==> config.mk <==
export PLATFORM = sky130hd
export DESIGN_NAME = kht_ram
export DESIGN_NICKNAME = d
export VERILOG_FILES = /design/src/hw/rtl/kht_ram.sv
export SDC_FILE = /design/constraint.sdc
export NUM_CORES = 1
export LEC_CHECK = 0
export ABC_AREA = 1
export BUFFER_PORTS_ARGS = -buffer_cell sky130_fd_sc_hd__buf_2
export CAP_MARGIN = 20
export CORE_MARGIN = 2
export CORE_UTILIZATION = 40
export CTS_BUF_LIST = sky130_fd_sc_hd__clkbuf_2 sky130_fd_sc_hd__clkbuf_4 sky130_fd_sc_hd__clkbuf_8
export CTS_CLUSTER_SIZE = 25
export DETAILED_ROUTE_END_ITERATION = 12
export PLACE_DENSITY_LB_ADDON = 0.2
export SLEW_MARGIN = 20
export SYNTH_ARGS = -nofsm -noshare
export SYNTH_HDL_FRONTEND = slang
export SYNTH_SLANG_ARGS = --single-unit
==> constraint.sdc <==
create_clock -name clock -period 2.1 [get_ports clock]
set_clock_uncertainty 0.05 [all_clocks]
set_input_delay 0.105 -clock clock [delete_from_list [all_inputs] [get_ports clock]]
set_output_delay 0.105 -clock clock [all_outputs]
set_load 0.1 [all_outputs]
==> src/hw/rtl/kht_ram.sv <==
`timescale 1ns / 1ps
`default_nettype none
// ----------------------------------------------------------------------------
// kht_ram
// Generic simple dual-port RAM, one write port, one registered read port.
// ----------------------------------------------------------------------------
module kht_ram #(
   parameter int WIDTH = 8,
   parameter int DEPTH = 16
) (
   input  wire logic                                    clock,
   input  wire logic                                    wr_en,
   input  wire logic [(DEPTH > 1 ? $clog2(DEPTH) : 1)-1:0] wr_addr,
   input  wire logic [WIDTH-1:0]                        wr_data,
   input  wire logic [(DEPTH > 1 ? $clog2(DEPTH) : 1)-1:0] rd_addr,
   output logic      [WIDTH-1:0]                        rd_data
);

   logic [WIDTH-1:0] mem_ff [DEPTH];

   always_ff @(posedge clock) begin
      if (wr_en) begin
         mem_ff[wr_addr] <= wr_data;
      end
      rd_data <= mem_ff[rd_addr];
   end

endmodule
`default_nettype wire
### After elaboration in Yosys (flattened, before gate mapping)

Memory sizes are Yosys's and may differ from the RTL's. A register that Yosys moved wholly into a read port is not among the register bits.
Index checks and enable logic that the tools add are counted.

| word-level totals | value |
|---|---|
| register bits | 0 |
| word-level logic and storage cells | 3 |
| memory bits (writable) | 128 |
| bits in read-only memories | 0 |
| input port bits | 18 |
| memories | 1 |
| output and inout bits | 8 |
| bits in latches | 0 |

| cells by class | value |
|---|---|
| $add $sub $neg | 0 |
| bitwise logic cells | 0 |
| order comparisons | 0 |
| muxes and demuxes | 2 |
| multipliers | 0 |
| reduce and logical (&&, ||, !) cells | 0 |
| div/mod/pow operators | 0 |
| shift operators | 0 |
| equality and inequality tests | 0 |

Memories:

| memory | depth | width | read ports | clocked after memory_dff | wr ports | RTL line | RTL |
|---|---|---|---|---|---|---|---|
| mem_ff | 16 | 8 | 1 | 1 | 1 | 19 | `logic [WIDTH-1:0] mem_ff [DEPTH];` |

Operators by type and width:

| operator | number |
|---|---|
| $mux W1 | 2 |

### Logic depth before layout (Yosys ltp)

Gate-level depths: netlist of run 1.

| logic depth | value |
|---|---|
| word-level depth | 2 |
| gate-level depth with buffers | 8 |
| gate-level depth less buffers | 7 |

### Worst setup path before layout of run 1

OpenSTA, ideal clock, no wires.

| timing path | value |
|---|---|
| kind | input -> register |
| from | in wr_addr[2] (netlist bit) |
| to | mem mem_ff[10][0] (enable) |
| library setup time | 0.370 ns |
| stages | 2 |
| path buffers | 0 |
| arrival | 0.686 ns |
| setup slack | 0.994 ns |
| path through | nand3b_1 -> nor2_1 |

RTL lines:

| element | RTL line | RTL |
|---|---|---|
| start: declaration | 13 | `input wire logic [(DEPTH > 1 ? $clog2(DEPTH) : 1)-1:0] wr_addr,` |
| end: declaration | 19 |  |

Straight into the memory's write port.

### Worst setup path in the final report of run 1

| timing path | value |
|---|---|
| from | reg rd_data[6], read port of mem_ff |
| to | out rd_data[6] |

RTL lines:

| element | RTL line | RTL |
|---|---|---|
| start: declaration | 16 | `output logic [WIDTH-1:0] rd_data` |

No word-level cell between the ends.

==> results.toml, run 1 <==
[detailed_routing]
vias = 3695
routed_wl_um = 12920
antenna_left = 0
firstDrtPassIters = 5
avgRoutedWirePerCell_um = 16.56
drc = 0
drtIter0Drc = 343
viasPerCell = 4.737

[synth]
async_reset_ff_frac = 0
synth_top_area_cell = "edfxtp_1"
yosys_warnings = 0
syn_nets = 569
synth_top_area_share = 0.6665
synthFlopType = "edfxtp_1"
yosysSeqAreaShare = 0.6943
synthTopCellsByArea = "edfxtp_1, nand2_1, nand3_1, inv_1, dfxtp_1"
synth_enable_flop_cells = 128
synth.most_common_cell = "nand2_1"
synth_cell_types = 12
synth-seq-cells = 136
synth_area_per_cell_um2 = 10.47
syn_inst = 551
synth_area_um2 = 5767
synthTopCellsByCount = "nand2_1, edfxtp_1, inv_1, nand3_1, nor2_1"

[timing]
hold_viol = 0
timing.fmax_mhz = 722.5
finalCritPeriodShare = 0.6591
worst_pin_slew_ps = 681.7
rsz0062_at_grt = "no"
setup_viol = 0
drv_slew = 0
fin_crit_ps = 1384
slew_headroom = 0.5438
setup-tns-final_ps = 0

[placement]
dpl.hpwl_um = 7867
gp_congestion = 0.7744
placed_cell_area_um2 = 6088
portBuffers = 25
place_inst = 747

[global_routing]
grt_usage = 0.1858
grt_max_degree = 65
grt_first_pass_wirelength_um = 20140
grt.busiest_layer = "met1"
grt_pass1_vias = 3535
antenna_found_initial = 0
grtUsageMet3 = 0.05586
grtUsageMet1 = 0.2704
grt_use_met2 = 0.2698
grt.overflow.total = 0

[worst_setup_path]
cpPeakStageDelay_ps = 430
worst_ep_required_time_ps = 1950
cp-end-kind = "primary output"
path_class = "flip-flop to primary output"
cp_cell_sequence = "buf_2"
crit_fanout = 1
critPathLaunchType = "flip-flop"
reg2reg_depth = 6
cp.arrival_ps = 1230
path_delay_family = "buffers and inverters"
cp_slowest_cell = "buf_2"
critPathBufInv = 1
cp.depth = 1

[finish]
final_cells = 780
nFillCells = 1339
n_antenna_cell = 0
seqCellArea_um2 = 4004
drive_gt1_frac = 0.1200
final_area_um2 = 6469
area_delta_synth_final_pct = 12.17
multiInputGateArea_um2 = 1214
nets = 605

[clock_tree]
cts_sinks = 136
clk_pin_slew_ps = 80
htree_num_levels = 4
cts_tree = "done"
clk_path_buf_depth = 2
cts_resized = 0
cts_root_buf = "clkbuf_8"
insertion_delay_ps = 450
cts_made_buffers = 17
post_cts_buffers = 0
cts_hold_buf = 1

[floorplanning]
rows = 43
fp.dieW_um = 124.1
chipHeight_um = 124.1
die_area_um2 = 15390
boundaryPins = 26
initial_core_util = 0.4123
fp.coreArea_um2 = 13990

[run]
max_cap_viol_count = 0

[power_and_ir_drop]
power.leakage_nw = 2.789
power_density_nw_per_um2 = 858.2
peakVddDrop_mv = 0.4349

[status]
outcome = "finished clean"

[worst_hold_path]
hp-class = "input pin to flip-flop"
min_path_cells = 1
## final cells by class
cell class | count | area share
tap | 180 | 0.03482
multi-input combinational | 289 | 0.1876
inverter | 102 | 0.05919
clock inverter | 15 | 0.02108
timing repair buffer | 41 | 0.04217
sequential | 136 | 0.6190
clock buffer | 17 | 0.03617
## logic make-up after synthesis
kind of cell / share of synthesized area
buf+inv: 0.09525
flops: 0.6943
simple gates: 0.2105
## worst register-to-register path, stage by stage (launching register included)
cell and delay [ps]:
edfxtp_1 360, inv_1 60, nand2_1 50, nand3_1 90, nand3_1 130, nand3_1 150, nand2_1 80
## metrics by stage
stage | setup slack (ps) | hold slack, ps | total power [mW] | util
after global routing | 661.8 | 13.68 | 5.762 | 0.4624
final | 716.0 | 33.09 | 5.551 | 0.4624
after floorplan | 994.2 | 153.9 | 3.449 | -
after CTS | 682.2 | 19.27 | 5.602 | 0.4624
after detailed placement | 697.6 | 421.6 | 3.605 | 0.4352
after global placement | 747.4 | 427.9 | 3.599 | 0.4352
## report_power, final
group          switching [mW]  internal [mW]  leakage [nW]
Sequential             0.0177           3.03          1.22
Clock                   0.982           1.03         0.182
Combinational           0.384          0.108          1.38
## registers in the layout (all words and copies together) (netlist names)
register	flops
mem_ff	128
rd_data	8
## placed cells by master (no fill, tap or decap), drive strengths merged
cell,instances
nand3b,2
edfxtp,128
clkinvlp,4
nor2,17
inv,102
buf,40
bufinv,2
nand3,97
dlygate4sd3,1
nand2,173
clkbuf,17
clkinv,9
dfxtp,8
## final timing paths
path | slack, ps | startpoint | end
setup / recovery | 720 | rd_data[6] | rd_data[6]
setup reg to reg | 1010 | mem_ff[0][4] | rd_data[4]
hold reg to reg | 640 | mem_ff[12][2] | rd_data[2]
hold / removal | 30 | wr_data[1] | mem_ff[11][1]
## per-layer routing
metal / part of all wire / routed length (um)
met2: 0.45 / 5782
met5: 0 / 0
met1: 0.48 / 6239
met4: 0.013 / 166
met3: 0.056 / 725
No activity file was read; power rests on OpenSTA's default activity.
==> run 2: changes to the inputs <==
==> constraint.sdc (replaced) <==
create_clock -name clock -period 1.1 [get_ports clock]
set_clock_uncertainty 0.05 [all_clocks]
set_input_delay 0.055 -clock clock [delete_from_list [all_inputs] [get_ports clock]]
set_output_delay 0.055 -clock clock [all_outputs]
set_load 0.1 [all_outputs]
==> run 2 against run 1 <==
Net effect:
- largest cell class unchanged
- total power increased by 99%
- setup slack got worse by 700 ps
- largest power group unchanged
- sequential power increased by 92%
- first-iteration DRC count increased by 17%
- critical path depth unchanged
- via count increased by 4.9%
- sequential share of layout area decreased by 3.7 points
==> results.toml, run 2 (same netlist as run 1, synthesis figures left out) <==
[run]
max_cap_viol_count = 0

[floorplanning]
rows = 43
fp.dieW_um = 124.1
fp.coreArea_um2 = 13990
boundaryPins = 26
die_area_um2 = 15390
chipHeight_um = 124.1
initial_core_util = 0.4123

[worst_setup_path]
cpPeakStageDelay_ps = 370
worst_ep_required_time_ps = 1000
cp_slowest_cell = "dfxtp_4"
path_delay_family = "flip-flops"
path_class = "flip-flop to primary output"
critPathBufInv = 1
cp_cell_sequence = "buf_12"
cp.arrival_ps = 970
cp-end-kind = "primary output"
critPathLaunchType = "flip-flop"
crit_fanout = 1

[timing]
setup_ws_ps = 20.88
timing.fmax_mhz = 926.7
fin_crit_ps = 1079
finalCritPeriodShare = 0.9810
setup-tns-final_ps = 0
drv_slew = 0
slew_headroom = 0.7322
setup_viol = 0
worst_pin_slew_ps = 401.7
hold_viol = 0
rsz0062_at_grt = "yes"

[finish]
area_delta_synth_final_pct = 19.74
n_antenna_cell = 0
largest_reg_flops = 128
drive_gt1_frac = 0.1729
top_regs = "mem_ff x128, rd_data x8"
utilization = 0.4936
nets = 624
top_register = "mem_ff"
layout_common_cells = "nand2_1, edfxtp_1, inv_1, nand3_1, buf_4"
final_area_um2 = 6905
layout_commonest_cell = "nand2_1"

[detailed_routing]
antenna_left = 0
firstDrtPassIters = 7
drc = 0
avgRoutedWirePerCell_um = 16.99
drtIter0Drc = 401
routed_wl_um = 13570
vias = 3875
viasPerCell = 4.850

[clock_tree]
clk_path_buf_depth = 2
cts_tree = "done"
cts_made_buffers = 17
cts_sinks = 136
clk_pin_slew_ps = 70
htree_num_levels = 4
insertion_delay_ps = 430
cts_root_buf = "clkbuf_8"

[power_and_ir_drop]
peakVddDrop_mv = 0.6536
power.leakage_nw = 2.995
power_density_nw_per_um2 = 1598
power_mw = 11.03

[global_routing]
grt_max_degree = 36
antenna_found_initial = 0
grt_first_pass_wirelength_um = 20980
grt_usage = 0.1917
grt.overflow.total = 0
grt_pass1_vias = 3749

[placement]
dp_slack_ps = -110.2
dpl.hpwl_um = 8426
gp_congestion = 0.8591
placed_cell_area_um2 = 6376
portBuffers = 25

[worst_hold_path]
hp-class = "input pin to flip-flop"

[status]
outcome = "finished clean"
## run 2: metrics by stage
step                      std cells  hold slack (ps)
after floorplan                 551            103.9
after global placement          761            337.4
after detailed placement        761            355.6
after CTS                       798            1.933
after global routing            799            3.305
final                           799            17.88
## run 2: layout make-up
cell class                 instances  area, um^2
fill                            1272        7083
sequential                       136        4021
multi-input combinational        289        1274
timing repair buffer              60       610.6
inverter                         102       382.9
clock buffer                      22       290.3
tap                              180       225.2
clock inverter                    10       101.3
## run 2: final timing paths
path	startpoint	endpoint	slack, ps	cells after the start
setup / recovery	rd_data[5]	rd_data[5]	20	1
hold / removal	wr_data[6]	mem_ff[9][6]	20	1
hold reg to reg	mem_ff[14][0]	rd_data[0]	640	6
setup reg to reg	mem_ff[7][0]	rd_data[0]	30	6
## run 2: per-layer routing
metal | share of wire | wire (um) | vias up | global-route usage
met5 | 0 | 0 | - | 0
met4 | 0.021 | 291 | 0 | 0.07444
met3 | 0.055 | 745 | 16 | 0.04121
met2 | 0.47 | 6445 | 130 | 0.2968
met1 | 0.45 | 6090 | 1850 | 0.2651
li1 | - | - | 1879 | -
## run 2: power breakdown
group	switching (mW)	internal, mW
Combinational	0.770	0.381
Sequential	0.0620	5.79
Clock	1.81	2.21
Total	2.65	8.39
## run 2: what timing repair did
item / CTS / global route
endpoints found under the hold margin: 19 / 4
setup endpoints to repair: 8 / 13
setup buffers: 0 / 0
gates resized for setup: 11 / 12
pin swaps: 0 / 2
hold buffers: 5 / 1
==> run 3: changes to the inputs <==
--- a/config.mk
+++ b/config.mk
@@ -13,7 +13,7 @@
 export CTS_BUF_LIST = sky130_fd_sc_hd__clkbuf_2 sky130_fd_sc_hd__clkbuf_4 sky130_fd_sc_hd__clkbuf_8
 export CTS_CLUSTER_SIZE = 25
 export DETAILED_ROUTE_END_ITERATION = 12
-export PLACE_DENSITY_LB_ADDON = 0.2
+export PLACE_DENSITY = 0.63
 export SLEW_MARGIN = 20
 export SYNTH_ARGS = -nofsm -noshare
 export SYNTH_HDL_FRONTEND = slang
==> run 3 against run 2 <==
Net effect:
- utilization increased by 0.26 points
- sequential share of layout area decreased by 0.30 points
- die area unchanged
- register-to-register slack improved by 20 ps
- global-route usage decreased by 0.68 points
- cell area increased by 0.53%
- first-iteration DRC count decreased by 20%
==> results.toml, run 3 (same netlist as run 1, synthesis figures left out) <==
[status]
outcome = "finished clean"

[power_and_ir_drop]
power.leakage_nw = 3.007
power_mw = 11.87
peakVddDrop_mv = 0.8727
power_density_nw_per_um2 = 1710

[worst_setup_path]
critPathBufInv = 1
cpPeakStageDelay_ps = 370
crit_fanout = 1
cp_slowest_cell = "dfxtp_2"
path_class = "flip-flop to primary output"
cp-end-kind = "primary output"
path_delay_family = "flip-flops"
cp_cell_sequence = "buf_12"
critPathLaunchType = "flip-flop"
rrSetupSlack_ps = 50
worst_ep_required_time_ps = 1000
cp.arrival_ps = 980

[clock_tree]
cts_made_buffers = 17
insertion_delay_ps = 440
clk_path_buf_depth = 2
cts_tree = "done"
cts_sinks = 136
cts_root_buf = "clkbuf_8"
htree_num_levels = 4
clk_pin_slew_ps = 80

[timing]
drv_slew = 0
hold_slack_ps = 23.91
fin_crit_ps = 1087
setup-tns-final_ps = 0
slew_headroom = 0.7380
setup_viol = 0
worst_pin_slew_ps = 393.0
rsz0062_at_grt = "yes"
hold_viol = 0
timing.fmax_mhz = 919.6
finalCritPeriodShare = 0.9886
setup_ws_ps = 12.55

[global_routing]
grt_first_pass_wirelength_um = 20120
grt_usage = 0.1849
grt_max_degree = 42
antenna_found_initial = 0
grt_pass1_vias = 3766
grt.overflow.total = 0

[detailed_routing]
antenna_left = 0
drtIter0Drc = 322
drc = 0
viasPerCell = 4.862
routed_wl_um = 13040
vias = 3885
avgRoutedWirePerCell_um = 16.32
firstDrtPassIters = 5

[worst_hold_path]
hp-class = "input pin to flip-flop"

[finish]
multiInputGateArea_um2 = 1249
layout_common_cells = "nand2_1, edfxtp_1, inv_1, nand3_1, buf_4"
n_antenna_cell = 0
final_area_um2 = 6942
utilization = 0.4962
top_register = "mem_ff"
final_cells = 799
largest_reg_flops = 128
nFillCells = 1292
area_delta_synth_final_pct = 20.37
seqCellArea_um2 = 4021
layout_commonest_cell = "nand2_1"
drive_gt1_frac = 0.1616
top_regs = "mem_ff x128, rd_data x8"
nets = 624

[placement]
dpl.hpwl_um = 8274
gp_congestion = 0.8340
portBuffers = 25
place_inst = 759
placed_cell_area_um2 = 6324
dp_slack_ps = -103.0

[floorplanning]
fp.coreArea_um2 = 13990
fp.dieW_um = 124.1
chipHeight_um = 124.1
boundaryPins = 26
rows = 43
initial_core_util = 0.4123
die_area_um2 = 15390

[run]
max_cap_viol_count = 0
[run 3: changes by cell type in the layout (fill, tap and decap cells not counted), sizes merged]
cell,before,now
buf,54,52
clkbuf,22,19
clkinv,7,6
bufinv,2,6
dlygate4sd3,6,8
[run 3: final cells by class]
cell class	instances	area share
multi-input combinational	289	0.1799
clock buffer	19	0.03767
clock inverter	13	0.03226
timing repair buffer	60	0.08327
sequential	136	0.5793
tap	180	0.03244
inverter	102	0.05515
[run 3: timing repair]
action,4_1_cts,5_1_grt
cloned,0,0
buffers inserted,0,0
pin swaps,0,1
hold buffers,8,0
endpoints found under the hold margin,100,0
endpoints found under the setup margin,8,11
resized for setup,9,9
[run 3: where the power goes]
group          switching [mW]  internal, mW  total [mW]
clock                    1.87          3.04        4.91
combinational           0.749         0.363        1.11
sequential             0.0590          5.79        5.85
total                    2.68          9.19        11.9
[run 3: final timing paths]
check                      end  cells after the start         start
setup / recovery    rd_data[6]                      1    rd_data[6]
hold / removal    mem_ff[9][3]                      1    wr_data[3]
setup reg to reg    rd_data[4]                      6  mem_ff[5][4]
hold reg to reg     rd_data[7]                      6  mem_ff[6][7]
[run 3: metal layers]
| metal | track usage | part of all wire |
|---|---|---|
| met2 | 0.3060 | 0.50 |
| met1 | 0.2298 | 0.42 |
| met5 | 0 | 0 |
| met3 | 0.05128 | 0.057 |
| met4 | 0.07374 | 0.018 |
